**config.mk**
```make
export PLATFORM = sky130hd
export DESIGN_NAME = rmsprop_parameter_update
export DESIGN_NICKNAME = d
export VERILOG_FILES = /design/src/hw/rtl/rmsp_pkg.sv /design/src/hw/rtl/rmsprop_parameter_update.sv /design/src/hw/rtl/rmsp_ram.sv
export SDC_FILE = /design/constraint.sdc
export NUM_CORES = 2
export LEC_CHECK = 0
export BUFFER_PORTS_ARGS = -buffer_cell sky130_fd_sc_hd__clkbuf_2
export CAP_MARGIN = 20
export CORE_AREA = 2 2 497 499
export CTS_CLUSTER_SIZE = 20
export DETAILED_ROUTE_END_ITERATION = 7
export DIE_AREA = 0 0 499 501
export PLACE_DENSITY = 0.7
export SLEW_MARGIN = 30
export SYNTH_ARGS = -nofsm -noshare
export SYNTH_HDL_FRONTEND = slang
export SYNTH_SLANG_ARGS = --single-unit
```
**constraint.sdc**
```tcl
create_clock -name clk -period 11.93 [get_ports clk]
set_input_delay 2.386 -clock clk [delete_from_list [all_inputs] [get_ports clk]]
set_output_delay 2.386 -clock clk [all_outputs]
set_load 0.05 [all_outputs]
```
**src/hw/rtl/rmsp_pkg.sv**
```systemverilog
package rmsp_pkg;

  localparam int unsigned VALUE_W    = 32;
  localparam int unsigned LR_W       = 32;
  localparam int unsigned DECAY_W    = 16;
  localparam int unsigned SLOT_IDX_W = 4;
  localparam int unsigned MEAN_W     = 64;
  localparam int unsigned CFG_IDX_W  = 1;
  localparam int unsigned CFG_DATA_W = 32;
  localparam int unsigned SLOTS_DEF  = 16;

  localparam logic [LR_W-1:0]    LR_RESET    = 32'd4294967;
  localparam logic [DECAY_W-1:0] DECAY_RESET = 16'd58982;

  localparam logic [CFG_IDX_W-1:0] CFG_LEARNING_RATE = 1'd0;
  localparam logic [CFG_IDX_W-1:0] CFG_DECAY_FACTOR  = 1'd1;

  // sequencer lengths
  localparam int unsigned MAC_STEPS  = 7;
  localparam int unsigned ROOT_ITERS = 32;
  localparam int unsigned DIV_ITERS  = 48;
  // start transfer to result strobe
  localparam int unsigned ITEM_LAT   = MAC_STEPS + ROOT_ITERS + DIV_ITERS + 2;

endpackage

```
**src/hw/rtl/rmsprop_parameter_update.sv**
```systemverilog
// One item at a time: start is taken only while busy is low, and busy stays
// high until the out_valid strobe. Each item runs 7 steps of the shared
// 32x32 multiplier, a 32-step square root and a 48-step divide, both on one
// shared 34-bit subtractor, then a final step that registers the result.
// Reset: config returns to defaults, then a pass over all SLOTS entries
// zeroes the mean store with busy high. The receiver cannot stall out_valid.
module rmsprop_parameter_update #(
  parameter int unsigned SLOTS = rmsp_pkg::SLOTS_DEF
) (
  input  logic                                  clk,
  input  logic                                  rst_n,
  input  logic                                  cfg_we,
  input  logic [rmsp_pkg::CFG_IDX_W-1:0]        cfg_index,
  input  logic [rmsp_pkg::CFG_DATA_W-1:0]       cfg_data,
  input  logic                                  start,
  output logic                                  busy,
  input  logic [rmsp_pkg::SLOT_IDX_W-1:0]       in_slot_index,
  input  logic signed [rmsp_pkg::VALUE_W-1:0]   in_param_value,
  input  logic signed [rmsp_pkg::VALUE_W-1:0]   in_gradient,
  output logic                                  out_valid,
  output logic signed [rmsp_pkg::VALUE_W-1:0]   out_new_value,
  output logic                                  out_saturated
);
  import rmsp_pkg::*;

  localparam int unsigned AW         = (SLOTS > 1) ? $clog2(SLOTS) : 1;
  localparam int unsigned SLOT_MAP_N = 2 ** SLOT_IDX_W;
  localparam int unsigned CNT_W      = $clog2(DIV_ITERS);
  localparam int unsigned ACC_W      = 82;
  localparam int unsigned QUO_W      = 48;
  localparam int unsigned RES_W      = QUO_W + 2;
  localparam int unsigned REM_W      = 34;

  // multiply-accumulate step codes
  localparam logic [CNT_W-1:0] STEP_GG      = CNT_W'(0);
  localparam logic [CNT_W-1:0] STEP_MEAN_LO = CNT_W'(1);
  localparam logic [CNT_W-1:0] STEP_MEAN_HI = CNT_W'(2);
  localparam logic [CNT_W-1:0] STEP_GG_LO   = CNT_W'(3);
  localparam logic [CNT_W-1:0] STEP_GG_HI   = CNT_W'(4);
  localparam logic [CNT_W-1:0] STEP_NUM     = CNT_W'(5);
  localparam logic [CNT_W-1:0] STEP_DONE    = CNT_W'(MAC_STEPS - 1);

  typedef enum logic [2:0] {
    ST_CLEAR, ST_IDLE, ST_MAC, ST_ROOT, ST_DIV, ST_FIN
  } state_t;

  state_t                  state_r;
  logic [CNT_W-1:0]        cnt_r;
  logic [AW-1:0]           clr_addr_r;
  logic [LR_W-1:0]         lr_r;
  logic [DECAY_W-1:0]      decay_r;
  logic [AW-1:0]           slot_r;
  logic [VALUE_W-1:0]      value_r;
  logic [VALUE_W-1:0]      gmag_r;
  logic                    gneg_r;
  logic [MEAN_W-1:0]       prod_r;
  logic [MEAN_W-1:0]       gg_r;
  logic [ACC_W-1:0]        acc_r;
  logic [MEAN_W-1:0]       work_r;
  logic [REM_W-1:0]        rem_r;
  logic [VALUE_W-1:0]      root_r;
  logic [VALUE_W:0]        div_r;
  logic                    sat_r;
  logic                    out_valid_r;
  logic [VALUE_W-1:0]      out_value_r;
  logic                    out_sat_r;

  logic [AW-1:0]           slot_map [SLOT_MAP_N];
  logic                    accept;
  logic [VALUE_W-1:0]      in_gmag;
  logic [MEAN_W-1:0]       mean_rd;
  logic [DECAY_W:0]        weight;
  logic [VALUE_W-1:0]      mul_a;
  logic [VALUE_W-1:0]      mul_b;
  logic [MEAN_W-1:0]       mul_p;
  logic [ACC_W-1:0]        acc_nxt;
  logic                    mean_ovf;
  logic [MEAN_W-1:0]       mean_nxt;
  logic [REM_W-1:0]        sub_a;
  logic [REM_W-1:0]        sub_b;
  logic [REM_W:0]          diff;
  logic                    ge;
  logic [VALUE_W-1:0]      root_nxt;
  logic signed [RES_W-1:0] res;
  logic                    res_ovf;
  logic                    ram_we;
  logic [AW-1:0]           ram_waddr;
  logic [MEAN_W-1:0]       ram_wdata;

  // slot_index mod SLOTS, built at elaboration
  for (genvar i = 0; i < SLOT_MAP_N; i++) begin : g_slot_map
    assign slot_map[i] = AW'(i % SLOTS);
  end

  assign accept  = start && (state_r == ST_IDLE);
  assign busy    = (state_r != ST_IDLE);
  assign in_gmag = in_gradient[VALUE_W-1] ? (~in_gradient + VALUE_W'(1)) : in_gradient;
  assign weight  = 17'h10000 - {1'b0, decay_r};

  // shared multiplier; prod_r always holds the previous step's product
  always_comb begin
    unique case (cnt_r)
      STEP_GG: begin
        mul_a = gmag_r;
        mul_b = gmag_r;
      end
      STEP_MEAN_LO: begin
        mul_a = VALUE_W'(decay_r);
        mul_b = mean_rd[31:0];
      end
      STEP_MEAN_HI: begin
        mul_a = VALUE_W'(decay_r);
        mul_b = mean_rd[63:32];
      end
      STEP_GG_LO: begin
        mul_a = VALUE_W'(weight);
        mul_b = gg_r[31:0];
      end
      STEP_GG_HI: begin
        mul_a = VALUE_W'(weight);
        mul_b = gg_r[63:32];
      end
      STEP_NUM: begin
        mul_a = lr_r;
        mul_b = gmag_r;
      end
      default: begin
        mul_a = '0;
        mul_b = '0;
      end
    endcase
  end

  assign mul_p = mul_a * mul_b;

  always_comb begin
    unique case (cnt_r)
      STEP_MEAN_HI: acc_nxt = ACC_W'(prod_r);
      STEP_GG_LO:   acc_nxt = acc_r + ACC_W'({prod_r, 32'd0});
      STEP_GG_HI:   acc_nxt = acc_r + ACC_W'(prod_r);
      STEP_NUM:     acc_nxt = acc_r + ACC_W'({prod_r, 32'd0});
      default:      acc_nxt = acc_r;
    endcase
  end

  // acc_r holds d*mean + (1-d)*g*g in Q34.48
  assign mean_ovf = |acc_r[ACC_W-1:80];
  assign mean_nxt = mean_ovf ? '1 : acc_r[79:16];

  // shared subtractor: root trial in ST_ROOT, divisor compare in ST_DIV
  always_comb begin
    if (state_r == ST_ROOT) begin
      sub_a = {rem_r[31:0], work_r[63:62]};
      sub_b = {root_r, 2'b01};
    end else begin
      sub_a = {rem_r[32:0], work_r[QUO_W-1]};
      sub_b = {1'b0, div_r};
    end
  end

  assign diff     = {1'b0, sub_a} - {1'b0, sub_b};
  assign ge       = ~diff[REM_W];
  assign root_nxt = {root_r[VALUE_W-2:0], ge};

  assign res = gneg_r ?
    (RES_W'($signed(value_r)) + $signed({2'b00, work_r[QUO_W-1:0]})) :
    (RES_W'($signed(value_r)) - $signed({2'b00, work_r[QUO_W-1:0]}));
  assign res_ovf = !((&res[RES_W-1:VALUE_W-1]) || !(|res[RES_W-1:VALUE_W-1]));

  assign ram_we    = (state_r == ST_CLEAR) || (state_r == ST_MAC && cnt_r == STEP_DONE);
  assign ram_waddr = (state_r == ST_CLEAR) ? clr_addr_r : slot_r;
  assign ram_wdata = (state_r == ST_CLEAR) ? '0 : mean_nxt;

  rmsp_ram #(
    .WIDTH (MEAN_W),
    .DEPTH (SLOTS)
  ) u_mean_ram (
    .clk   (clk),
    .we    (ram_we),
    .waddr (ram_waddr),
    .wdata (ram_wdata),
    .re    (accept),
    .raddr (slot_map[in_slot_index]),
    .rdata (mean_rd)
  );

  always_ff @(posedge clk) begin
    if (!rst_n) begin
      state_r     <= ST_CLEAR;
      cnt_r       <= '0;
      clr_addr_r  <= '0;
      lr_r        <= LR_RESET;
      decay_r     <= DECAY_RESET;
      out_valid_r <= 1'b0;
    end else begin
      out_valid_r <= 1'b0;
      if (cfg_we) begin
        unique case (cfg_index)
          CFG_LEARNING_RATE: lr_r    <= cfg_data[LR_W-1:0];
          CFG_DECAY_FACTOR:  decay_r <= cfg_data[DECAY_W-1:0];
          default: ;
        endcase
      end
      unique case (state_r)
        ST_CLEAR: begin
          clr_addr_r <= clr_addr_r + AW'(1);
          if (clr_addr_r == AW'(SLOTS - 1)) begin
            state_r <= ST_IDLE;
          end
        end
        ST_IDLE: begin
          if (start) begin
            slot_r  <= slot_map[in_slot_index];
            value_r <= in_param_value;
            gmag_r  <= in_gmag;
            gneg_r  <= in_gradient[VALUE_W-1];
            cnt_r   <= '0;
            state_r <= ST_MAC;
          end
        end
        ST_MAC: begin
          if (cnt_r != STEP_DONE) begin
            prod_r <= mul_p;
          end
          if (cnt_r == STEP_MEAN_LO) begin
            gg_r <= prod_r;
          end
          acc_r <= acc_nxt;
          cnt_r <= cnt_r + CNT_W'(1);
          if (cnt_r == STEP_DONE) begin
            work_r  <= mean_nxt;
            rem_r   <= '0;
            root_r  <= '0;
            sat_r   <= mean_ovf;
            cnt_r   <= '0;
            state_r <= ST_ROOT;
          end
        end
        ST_ROOT: begin
          rem_r  <= ge ? diff[REM_W-1:0] : sub_a;
          root_r <= root_nxt;
          work_r <= {work_r[MEAN_W-3:0], 2'b00};
          cnt_r  <= cnt_r + CNT_W'(1);
          if (cnt_r == CNT_W'(ROOT_ITERS - 1)) begin
            // divide (lr*|g| >> 16) by root + 1
            div_r   <= {1'b0, root_nxt} + (VALUE_W + 1)'(1);
            rem_r   <= '0;
            work_r  <= MEAN_W'(prod_r[MEAN_W-1:16]);
            cnt_r   <= '0;
            state_r <= ST_DIV;
          end
        end
        ST_DIV: begin
          rem_r  <= ge ? diff[REM_W-1:0] : sub_a;
          work_r <= {work_r[MEAN_W-2:0], ge};
          cnt_r  <= cnt_r + CNT_W'(1);
          if (cnt_r == CNT_W'(DIV_ITERS - 1)) begin
            state_r <= ST_FIN;
          end
        end
        ST_FIN: begin
          if (res_ovf) begin
            out_value_r <= res[RES_W-1] ? {1'b1, {(VALUE_W-1){1'b0}}}
                                        : {1'b0, {(VALUE_W-1){1'b1}}};
          end else begin
            out_value_r <= res[VALUE_W-1:0];
          end
          out_sat_r   <= sat_r | res_ovf;
          out_valid_r <= 1'b1;
          state_r     <= ST_IDLE;
        end
        default: begin
          state_r <= ST_IDLE;
        end
      endcase
    end
  end

  assign out_valid     = out_valid_r;
  assign out_new_value = out_value_r;
  assign out_saturated = out_sat_r;

endmodule

```
**src/hw/rtl/rmsp_ram.sv**
```systemverilog
module rmsp_ram #(
  parameter int unsigned WIDTH = 64,
  parameter int unsigned DEPTH = 16,
  localparam int unsigned AW = (DEPTH > 1) ? $clog2(DEPTH) : 1
) (
  input  logic             clk,
  input  logic             we,
  input  logic [AW-1:0]    waddr,
  input  logic [WIDTH-1:0] wdata,
  input  logic             re,
  input  logic [AW-1:0]    raddr,
  output logic [WIDTH-1:0] rdata
);

  logic [WIDTH-1:0] mem [DEPTH];

  always_ff @(posedge clk) begin
    if (we) begin
      mem[waddr] <= wdata;
    end
    if (re) begin
      rdata <= mem[raddr];
    end
  end

endmodule

```
# Word level (Yosys, flattened, before mapping)
# Memories as Yosys holds them, arrays and structs flattened. A register that Yosys moved wholly into a read port is not among the register bits.
# Cells that the tools add are included.
[word_totals]
register_bits = 537
mem_bits_rw = 1024
romBits = 64
in_bits = 105
out_inout_bits = 35
wordCells = 129
mem_count = 2
[classes]
n_addsub = 10
n_mul = 1
magnitude_cmp = 1
eq_ne = 21
mux = 36
n_bitwise = 5
reduce_logical = 32
[mem_list]
columns = ["name", "depth", "width", "read_ports", "rd_clocked_by_memory_dff", "write_ports", "line", "rtl"]
rows = [
  ["u_mean_ram.mem", 16, 64, 1, 1, 1, "rmsp_ram.sv:15", "logic [WIDTH-1:0] mem [DEPTH];"],
  ["(no name shown)", 16, 4, 1, 0, 0, "rmsprop_parameter_update.sv:213", "slot_r <= slot_map[in_slot_index];"],
]
[ops]
columns = ["op", "n"]
rows = [
  ["$mux 64", 4],
  ["$pmux 82 s3", 1],
  ["$pmux 64 s3", 1],
  ["$pmux 32 s5", 1],
  ["$pmux 32 s4", 1],
  ["$mux 33", 3],
  ["$pmux 33 s3", 1],
  ["$mux 32", 3],
  ["$add 82x64->82", 1],
  ["$add 82x82->82", 1],
  ["$mux 34", 2],
  ["$mul 32x32->64", 1],
  ["$pmux 32 s2", 1],
  ["$add 32x49->50", 1],
  ["$mux 50", 1],
  ["$sub 32x49->50", 1],
  ["$sub 34x34->35", 1],
  ["$add 32x1->33 const B", 1],
  ["$add 32x2->32 const B", 1],
  ["$not 32->32", 1],
  ["$mux 31", 1],
  ["$pmux 6 s4", 1],
  ["$reduce_and 3->1", 8],
  ["$reduce_and 19->1", 1],
  ["other kinds (37)", 67],
]

# Longest topological paths before layout
[depth]
ltp_word = 7
mapped_depth = 39
mapped_depth_nobuf = 37

# Hierarchy
# From an unflattened synthesis, not the netlist that was laid out.
[hier_totals]
cells_unflattened = 9313
area_unflattened_um2 = 109127.2
[modules_own_cells]
columns = ["mod", "instances", "cells_per_inst", "area_each_um2", "seq_area_each_um2"]
rows = [
  ["rmsprop_parameter_update", 1, 7666, 68904.8, 15504.9],
  ["rmsp_ram", 1, 1647, 40222.3, 32671.3],
]

# Worst setup path after synthesis
# Ideal clock, no wire load.
[synth_timing]
path_kind = "register to register"
start = "reg decay_r[1]"
end = "reg prod_r[60] (data pin)"
setup_ps = 274
arrival_time_ps = 9715
t_required_ps = 11656
slack_ps = 1941
stages_incl_launch_ff = 37
path_buffers = 2
period_less_slack_ps = 9989
path_cell_list = "dfxtp_1 > inv_1 > ha_1 > nand2_1 > or3_1 > or3_1 > or3_1 > or3_1 > nor3_1 > xnor2_1 > a221oi_2 > clkbuf_1 > nor2_1 > fa_1 > inv_1 > fa_1 > fa_1 > fa_1 > inv_1 > fa_1 > inv_1 > fa_1 > inv_1 > fa_1 > inv_1 > fa_1 > inv_1 > ha_1 > clkbuf_1 > nand4_1 > a2111oi_0 > o211a_1 > o211ai_1 > a2111oi_0 > o21ai_0 > o41ai_1 > xor2_1"
[synth_via]
elab_chain_cells = 3
[synth_rtl]
columns = ["item", "line", "rtl"]
rows = [
  ["start, declared", "rmsprop_parameter_update.sv:51", "logic [DECAY_W-1:0] decay_r;"],
  ["start signal, assigned", "rmsprop_parameter_update.sv:200", "CFG_DECAY_FACTOR: decay_r <= cfg_data[DECAY_W-1:0];"],
  ["$sub 17x16->17", "rmsprop_parameter_update.sv:98", "assign weight = 17'h10000 - {1'b0, decay_r};"],
  ["$pmux 32 s4 *", "rmsprop_parameter_update.sv:102", "unique case (cnt_r)"],
  ["$mul 32x32->64 *", "rmsprop_parameter_update.sv:134", "assign mul_p = mul_a * mul_b;"],
  ["via mul_p[60]", "rmsprop_parameter_update.sv:75", "logic [MEAN_W-1:0] mul_p;"],
  ["end signal, assigned", "rmsprop_parameter_update.sv:223", "prod_r <= mul_p;"],
  ["end, declared", "rmsprop_parameter_update.sv:56", "logic [MEAN_W-1:0] prod_r;"],
]
# Mark *: on every way through the listed nets, which the timed path passes. The rest lies on a longest branch.
# A chain may end at the register's enable or synchronous reset.

# Worst setup path in the final report
[layout_timing]
start = "reg cnt_r[5]"
end = "reg prod_r[60] (data pin)"
[layout_via]
elab_chain_cells = 4
elab_cells_between_ends = 12
cone_classes = "mul: 1; eq/ne: 5; mux: 2; reduce/logical: 4"
[layout_rtl]
columns = ["item", "line", "rtl"]
rows = [
  ["start, declared", "rmsprop_parameter_update.sv:48", "logic [CNT_W-1:0] cnt_r;"],
  ["start signal, assigned", "rmsprop_parameter_update.sv:229", "cnt_r <= cnt_r + CNT_W'(1);"],
  ["start signal, assigned", "rmsprop_parameter_update.sv:243", "cnt_r <= cnt_r + CNT_W'(1);"],
  ["start signal, assigned", "rmsprop_parameter_update.sv:256", "cnt_r <= cnt_r + CNT_W'(1);"],
  ["$eq 6x3->1 (tied with other cells)", "rmsprop_parameter_update.sv:102", ""],
  ["$reduce_or 2->1 (no line)", "n/a", ""],
  ["$pmux 32 s5 or $pmux 32 s4 (tied branches)", "rmsprop_parameter_update.sv:102", ""],
  ["$mul 32x32->64 *", "rmsprop_parameter_update.sv:134", ""],
  ["via mul_p[60]", "rmsprop_parameter_update.sv:75", ""],
]
# Marked as above.

==> impl_metrics.env <==
export IMPL_syn_inst=9258
export IMPL_grt_max_degree=154
export IMPL_io_buffers=139
export IMPL_nFillCells=20968
export IMPL_crit_buf_inv=8
export IMPL_final_common_cell="edfxtp_1"
export IMPL_crit_slowest_cell="a2111oi_1"
export IMPL_dr_first_iter_drc_count=9338
export IMPL_maxSlewHeadroom=0.273
export IMPL_status="finished, violations left"
export IMPL_cts_buffers=171
export IMPL_end_kind="flop"
export IMPL_grt_pass1_vias=78066
export IMPL_nNetsFinal=10770
export IMPL_synth_cell_types=95
export IMPL_ant_nets=0
export IMPL_wirelength_um=358000
export IMPL_drive_above_1_share=0.120
export IMPL_cts_root_buf="clkbuf_16"
export IMPL_grt_pass1_wl_um=524000
export IMPL_dp_hpwl_um=262000
export IMPL_post_cts_setup_buffers=0
export IMPL_clkSinkCount=1625
export IMPL_num_rows=182
export IMPL_ys_ff_latch=1625
export IMPL_syn_to_final_growth_pct=10.1
export IMPL_critPathMaxStageDelay_ns=0.82
export IMPL_clk_latency_ns=0.87
export IMPL_drv_cap=0
export IMPL_ioPinCount=140
export IMPL_firstDrtPassIters=8
export IMPL_hold_buffers=0
export IMPL_synth_nets=10731
export IMPL_min_period_ns=11.42
export IMPL_grt_overflow=0
export IMPL_hold_viol=0
export IMPL_fin_crit_sh=0.958
export IMPL_hold_path_class="flop to flop"
export IMPL_grt_busiest_layer="met2"
export IMPL_cp_common_cell="fa_1"
export IMPL_viasPerCell=6.07
export IMPL_clock_path_buffers=3
export IMPL_setup_viol=0
export IMPL_worst_pin_slew_ns=1.09
export IMPL_start_util=0.448
export IMPL_gr_usage_met2=0.438
export IMPL_grt_use_met1=0.369
export IMPL_met3_usage=0.0774
export IMPL_avgSynthCellArea_um2=11.8
export IMPL_design_core_area_um2=245000
export IMPL_synthArstFlopShare=0
export IMPL_clock_skew_ns=0.0749
export IMPL_h_tree_depth=4
export IMPL_via_count=76814
export IMPL_die_area_um2=250000
export IMPL_crit_type="flop to flop"
export IMPL_die_h_um=501
export IMPL_gr_usage_all_layers=0.285
export IMPL_critPathRequiredTime_ns=12.55
export IMPL_path_max_fanout=22
export IMPL_clkTransAtPathRegs_ns=0.08
export IMPL_synth_edff_count=1563
export IMPL_synth_area_um2=110000
export IMPL_max_freq_mhz=87.5
export IMPL_rsz0062_at_grt="no"
export IMPL_synth_seq_area_share=0.440
export IMPL_ys_flop_type="edfxtp_1"
export IMPL_place_area_um2=115000
export IMPL_final_cell_mix="edfxtp_1, inv_1, nand2_1"
export IMPL_post_route_drc_count=1
export IMPL_tritoncts="yes"
export IMPL_routabilityCongestion=1.05
export IMPL_violations="DRC"
export IMPL_fin_area_um2=121000
export IMPL_fp_dieW_um=499
export IMPL_fin_hold_ws_ns=0.490
export IMPL_crit_arrival_ns=12.04
export IMPL_critPathLaunchType="flop"
export IMPL_maxSlewViolCount=0
export IMPL_ctsResizeCount=0
export IMPL_antenna_found_initial=30
export IMPL_fin_setup_tns_ns=0
export IMPL_synth_warning_count=0
export IMPL_path_delay_family="adder cells"
export IMPL_wire_per_inst_um=28.2
-- stage by stage --
step | setup WS (ns) | utilization | cells
6_report | 0.505 | 0.493 | 12663
5_1_grt | 0.0358 | 0.493 | 12661
4_1_cts | 0.568 | 0.492 | 12651
3_5_place_dp | 0.570 | 0.468 | 12339
3_3_place_gp | 0.628 | 0.467 | 12328
2_1_floorplan | 1.94 | - | 9258
-- state kept, by name (all words and copies together) (netlist names), 3 cells and up --
register,count
u_mean_ram.rdata,64
slot_r,4
lr_r,32
out_new_value,32
value_r,32
gg_r,64
div_r,33
state_r,3
acc_r,82
u_mean_ram.mem,1024
rem_r,33
decay_r,16
gmag_r,32
prod_r,64
clr_addr_r,4
root_r,32
work_r,64
cnt_r,6
-- cell usage after synthesis (22+ instances only) --
| master | count | share of area |
|---|---|---|
| nor2_1 | 948 | 0.032 |
| o221ai_1 | 57 | 0.0046 |
| inv_1 | 991 | 0.034 |
| or3_1 | 40 | 0.0023 |
| a211oi_1 | 27 | 0.0019 |
| o211ai_1 | 22 | 0.0015 |
| nand2b_1 | 48 | 0.0027 |
| and3_1 | 71 | 0.0041 |
| fa_1 | 900 | 0.16 |
| nor4_1 | 23 | 0.0013 |
| nand4_1 | 73 | 0.0042 |
| and2_1 | 47 | 0.0027 |
| nor2b_1 | 34 | 0.0019 |
| ha_1 | 468 | 0.053 |
| edfxtp_1 | 1563 | 0.43 |
| a22o_1 | 27 | 0.0022 |
| o31ai_1 | 32 | 0.0022 |
| nand2_1 | 990 | 0.034 |
| a21oi_1 | 385 | 0.018 |
| a22oi_1 | 113 | 0.0077 |
| xnor2_1 | 191 | 0.015 |
| mux2i_1 | 54 | 0.0049 |
| o21ai_0 | 255 | 0.012 |
| a21o_1 | 180 | 0.012 |
| dfxtp_1 | 62 | 0.011 |
| clkbuf_1 | 409 | 0.014 |
| nand3_1 | 113 | 0.0052 |
| or2_2 | 39 | 0.0022 |
| a21boi_0 | 42 | 0.0029 |
| o21bai_1 | 46 | 0.0032 |
| a31oi_1 | 45 | 0.0026 |
| buf_1 | 61 | 0.0021 |
| nor3_1 | 83 | 0.0038 |
| mux4_2 | 320 | 0.066 |
| a221o_1 | 25 | 0.0023 |
| o22ai_1 | 22 | 0.0013 |
| a21oi_2 | 31 | 0.0025 |
| xor2_1 | 148 | 0.012 |
| o21a_1 | 47 | 0.0032 |
-- cell families (layout without fill, tap and decap cells) --
| group | Yosys count | count (layout) | share of synthesized area |
|---|---|---|---|
| buffers and inverters | 1480 | 1658 | 0.0511 |
| multiplexers | 377 | 377 | 0.0710 |
| adder cells (fa/ha/maj) | 1368 | 1368 | 0.218 |
| AO/OA/AOI/OAI | 1493 | 1493 | 0.0910 |
| other | 0 | 7 | 0 |
| XOR/XNOR | 339 | 339 | 0.0271 |
| AND/OR/NAND/NOR | 2576 | 2576 | 0.102 |
| flip-flops | 1625 | 1625 | 0.440 |
-- final cells by class --
class / instances / area [um^2] / area share
tap: 3220 / 4030 / 0.0334
clock buffer: 201 / 4440 / 0.0368
multi-input combinational: 6153 / 56300 / 0.467
antenna: 7 / 17.5 / 0.000145
timing repair buffer: 355 / 2570 / 0.0213
sequential: 1625 / 48200 / 0.399
inverter: 991 / 3720 / 0.0308
clock inverter: 111 / 1360 / 0.0113
-- tightest hold or removal path: cells and delay by family, from the launching register on --
kind / cells / cell delay [ns]
AND/OR/NAND/NOR: 1 / 0.05
AO/OA/AOI/OAI: 1 / 0.06
flip-flops: 1 / 0.32
-- path summary, 6_finish.rpt --
check                           startpoint    endpoint  slack, ns  cells past startpoint
worst max-delay path              cnt_r[5]  prod_r[60]       0.51                     32
worst min-delay path               lr_r[3]     lr_r[3]       0.49                      2
worst max register to register    cnt_r[5]  prod_r[60]       0.51                     32
worst min register to register     lr_r[3]     lr_r[3]       0.49                      2
-- metal layers --
metal  part of all wire  vias up  wire length [um]
li1                   -    32590                 -
met1               0.38    39032            137000
met5            0.00044        -               156
met2               0.45     4274            161000
met3               0.11      894             38000
met4              0.060       24             21500
Power is left out: the tool's default activity adds up to more than one toggle a clock period on the data nets, which glitch-free logic cannot reach.
